<file path="src/ikht_pkg.sv">
package ikht_pkg;

  localparam int SLOTS = 256;
  localparam int IDX_W = $clog2(SLOTS);
  localparam int CNT_W = 17;
  localparam int PROBE_W = IDX_W + 1;
  localparam logic [31:0] HASH_MULT = 32'h85eb_ca6b;
  localparam int HASH_SHIFT = 16;
  localparam int QDEPTH = 2;
  localparam int QPTR_W = $clog2(QDEPTH);

  localparam logic [1:0] ST_OK = 2'd0;
  localparam logic [1:0] ST_MISS = 2'd1;
  localparam logic [1:0] ST_ZERO = 2'd2;

  localparam logic ACT_SET = 1'b0;
  localparam logic ACT_GET = 1'b1;

  // classified request handed from front to back
  typedef struct packed {
    logic act;
    logic key_zero;
    logic [31:0] key;
    logic [31:0] value;
    logic [IDX_W-1:0] home;
  } req_t;

endpackage

</file>
<file path="src/ikht_front.sv">
// Input stage: registered multiply, then xor-shift into a small queue.
module ikht_front (
  input  logic clk,
  input  logic rst,
  input  logic in_valid,
  output logic in_stall,
  input  logic action,
  input  logic [31:0] key,
  input  logic [31:0] value,
  output logic q_valid,
  input  logic q_pop,
  output ikht_pkg::req_t q_data
);

  // stage 1: multiply
  logic s1_valid;
  logic s1_act;
  logic [31:0] s1_key;
  logic [31:0] s1_value;
  logic [31:0] s1_prod;

  ikht_pkg::req_t q_mem [ikht_pkg::QDEPTH];
  logic [ikht_pkg::QPTR_W-1:0] wr_ptr;
  logic [ikht_pkg::QPTR_W-1:0] rd_ptr;
  logic [ikht_pkg::QPTR_W:0] q_cnt;

  logic [31:0] mix;
  ikht_pkg::req_t s2_req;
  logic push;
  logic s1_adv;

  // stage 1 drains into queue whenever there is room
  assign push = s1_valid && (q_cnt != (ikht_pkg::QPTR_W+1)'(ikht_pkg::QDEPTH));
  assign s1_adv = !s1_valid || push;
  assign in_stall = !s1_adv;

  always_comb begin
    mix = s1_prod ^ (s1_prod >> ikht_pkg::HASH_SHIFT);
    s2_req.act = s1_act;
    s2_req.key_zero = (s1_key == 32'd0);
    s2_req.key = s1_key;
    s2_req.value = s1_value;
    s2_req.home = mix[ikht_pkg::IDX_W-1:0];
  end

  always_ff @(posedge clk) begin
    if (rst) begin
      s1_valid <= 1'b0;
    end else if (s1_adv) begin
      s1_valid <= in_valid;
    end
    if (s1_adv && in_valid) begin
      s1_act <= action;
      s1_key <= key;
      s1_value <= value;
      s1_prod <= key * ikht_pkg::HASH_MULT;
    end
  end

  always_ff @(posedge clk) begin
    if (rst) begin
      wr_ptr <= '0;
      rd_ptr <= '0;
      q_cnt <= '0;
    end else begin
      if (push) wr_ptr <= wr_ptr + 1'b1;
      if (q_pop) rd_ptr <= rd_ptr + 1'b1;
      q_cnt <= q_cnt + (ikht_pkg::QPTR_W+1)'(push) - (ikht_pkg::QPTR_W+1)'(q_pop);
    end
    if (push) q_mem[wr_ptr] <= s2_req;
  end

  assign q_valid = (q_cnt != '0);
  assign q_data = q_mem[rd_ptr];

endmodule

</file>
<file path="config.mk">
export PLATFORM = sky130hd
export DESIGN_NAME = ikht_front
export DESIGN_NICKNAME = d
export VERILOG_FILES = /design/src/ikht_pkg.sv /design/src/ikht_front.sv
export SDC_FILE = /design/constraint.sdc
export NUM_CORES = 1
export LEC_CHECK = 0
export ABC_AREA = 0
export BUFFER_PORTS_ARGS = -buffer_cell sky130_fd_sc_hd__buf_4
export CELL_PAD_IN_SITES_DETAIL_PLACEMENT = 2
export CELL_PAD_IN_SITES_GLOBAL_PLACEMENT = 2
export CORE_UTILIZATION = 46
export DETAILED_ROUTE_END_ITERATION = 8
export PLACE_DENSITY_LB_ADDON = 0.1
export RECOVER_POWER = 50
export SLEW_MARGIN = 20
export SYNTH_ARGS = -nofsm -noshare
export SYNTH_HDL_FRONTEND = slang
export SYNTH_SLANG_ARGS = --single-unit
</file>
<file path="constraint.sdc">
create_clock -name clk -period 9.2 [get_ports clk]
set_input_delay 1.84 -clock clk [delete_from_list [all_inputs] [get_ports clk]]
set_output_delay 1.84 -clock clk [all_outputs]
set_load 0.1 [all_outputs]
</file>
==> qor.csv <==
metric,value,unit
outcome,finished with violations,
violations,"capacitance limit, slew limit",
synth_area_per_cell,14.7,µm²
yosys.area_share.simple,1.77,%
synth-xor-area-share,3.20,%
grt_pass1_wl,59600,µm
post-route-min-period,7.65,ns
vias,7685,
multi_input_comb_area,5610,µm²
die_y,173,µm
drc,0,
cp.buffers_inverters,7,
min_from,s1_value[31],
drt_iter0_drc,415,
ctsHtreeMaxLevel,1,
wirelength,39600,µm
holdPathEnd,q_mem[1][39],
regToRegSetupSlack,5.37,ns
ir_drop,0.300,mV
powerDensity,410,nW/µm²
top_level_ports,145,
timing.final.crit_share,83.1,%
finish.utilization,54.5,%
antennaDiodeCount,0,
antenna_found_initial,3,
place.gp.congestion,0.829,
final_antenna_net_count,0,
grt_pass1_vias,9086,
cts_hold_buf,0,
critPathKind,primary input to flop,
seq_area_frac_synth,51.9,%
synth_mux_area_share,6.21,%
synth-async-reset-ratio,0,%
yosys_most_used_dff,edfxtp_1,
final_cell_mix,"edfxtp_1 (228), inv_1 (219), ha_1 (139)",
rows,62,
synthCells,910,
max_freq,131,MHz
cts_tree,yes,
worst_pin_slew,3.70,ns
ys_ff_latch,234,
post-cts-setup-buffers,0,
seqCellArea,6970,µm²
r2r-start,q_cnt[0],
yosys.area.top_type,edfxtp_1,
slew_viol_final,94,
critPathSlowestCell,clkbuf_1,
grt_max_degree,75,
synth-edff-count,228,
layout.nets,1390,
yosysWarnings,0,
cp.required,9.45,ns
n_fill_cell,2657,
grt-ovfl-total,0,
synth.distinct_cells,33,
synth_fa_ha_area_share,28.8,%
synth_top_area_share,51.0,%
path_delay_family,adder cells,
cp_max_fo,13,
rsz0062_at_grt,false,
syn_area,13400,µm²
hold_depth,0,
fin_skew,0.0161,ns
cp-start-kind,primary input,
die_area,29900,µm²
wl_per_cell,26.9,µm
synth_nets,1224,
io_buffer_count,144,
syn_to_final_growth,16.5,%
r2r_end,q_mem[1][21],
firstDrtPassIters,4,
cap_violations,2,
grt.total_usage,27.4,%
slew_headroom,-147,%
viasPerCell,5.21,
synth_top_family_by_area,adder cells,
arrival,7.90,ns
slowest_delay,0.80,ns
tns,0,ns
mostFrequentLayoutCell,edfxtp_1,
cts-root-buf,clkbuf_16,
core_area,28700,µm²
setup_viol,0,
final_hold_viol_count,0,
crit_chain,"clkbuf_1, ha_1, ha_1, inv_1, fa_1, inv_1, fa_1, inv_1, fa_1, inv_1, fa_1, inv_1, fa_1, inv_1, ha_1, a2111oi_0, o21ai_0, a21oi_1, nor2_1, a31oi_1, xnor2_1",
setup.worst_path.end_class,flop,
p_total,6.42,mW
die_x,173,µm
drive_gt1_share,20.8,%
cts_buffers,25,
synth_compound_area_share,1.79,%
dp_hpwl,29400,µm
clk_path_buf_depth,3,
worst_skew_pair.late_latency,0.53,ns
ctsResizeCount,0,
min_path_type,flop to flop,
cpMostUsedCell,inv_1,
clkSinkCount,234,
initial_core_util,46.8,%
leakage,6.65,nW
clk_transition_reported_paths,0.07,ns
synth.area.top_cells,"edfxtp_1 (51%), fa_1 (16%), ha_1 (13%)",
rr_worst_depth,2,
[layer usage]
layer,share of wire [%],global-route usage [%]
met3,4.9,4.16
met1,39,33.3
met5,0.093,0
met2,52,49.9
met4,3.3,8.81
[cells in the mapped netlist (2+ instances only)]
cell,n
and3_1,2
xnor2_1,32
nor3_1,4
nor2b_1,3
a21boi_0,2
nor2_1,12
inv_1,219
nand4_1,2
edfxtp_1,228
a21o_1,4
a211oi_1,2
dfxtp_1,6
mux2_2,74
nor4_1,8
clkbuf_1,8
o21ai_0,8
a211oi_2,2
xor2_1,17
nand3_1,3
o31ai_1,2
nand2_1,5
a21oi_1,9
fa_1,106
nand2b_1,5
ha_1,139
[cell families (layout without fill, tap and decap cells)]
group,count (synthesis),after routing
AOI/OAI and AO/OA,35,35
and+or+nand+nor,46,46
adders and majority gates,245,245
xor gates and xnor gates,49,49
muxes,74,74
DFF,234,234
buffers and inverters,227,408
[where the power goes]
part	switching, mW	leakage [nW]	internal, mW
Sequential	0.0734	2.18	1.44
Clock	0.412	0.361	0.552
Combinational	2.44	4.11	1.49
Total	2.93	6.65	3.49
[per-stage QoR]
stage               cell area (µm²)  setup slack (ns)  cells  hold slack [ns]
floorplan                     13400              2.28    910            0.421
global placement              15000              1.87   1432            0.422
detailed placement            15000              1.49   1432            0.438
CTS                           15700              1.84   1474            0.455
global route                  15600              1.26   1475            0.459
finish                        15600              1.55   1475            0.455
[worst max path at each step]
stage | endpoint | slack, ns | cells past startpoint | startpoint
2_1_floorplan | s1_prod[23] | 2.28 | 20 | key[15]
3_3_place_gp | s1_prod[23] | 1.87 | 21 | key[15]
3_5_place_dp | s1_prod[23] | 1.49 | 21 | key[15]
4_1_cts | s1_prod[23] | 1.84 | 21 | key[15]
5_1_grt | s1_prod[19] | 1.26 | 21 | key[3]
6_report | s1_prod[19] | 1.55 | 21 | key[3]
[registers in the layout, indices dropped and copies added (netlist names), named ones only]
signal    cells
q_mem       148
s1_key       32
s1_value     32
s1_prod      15
q_cnt         2
rd_ptr        1
s1_act        1
s1_valid      1
wr_ptr        1
[worst register-to-register path, delay by kind of cell, from the launching register on]
family,cells,cell delay [ns]
flops,1,0.37
simple gates,2,2.95
[final cells by class]
cell class | instances | share of cell area [%]
clock inverter | 9 | 0.568
timing repair buffer | 147 | 6.44
inverter | 219 | 5.26
tap | 384 | 3.07
sequential | 234 | 44.6
clock buffer | 33 | 4.19
multi-input combinational | 449 | 35.9
No activity file was read; power rests on OpenSTA's default activity.
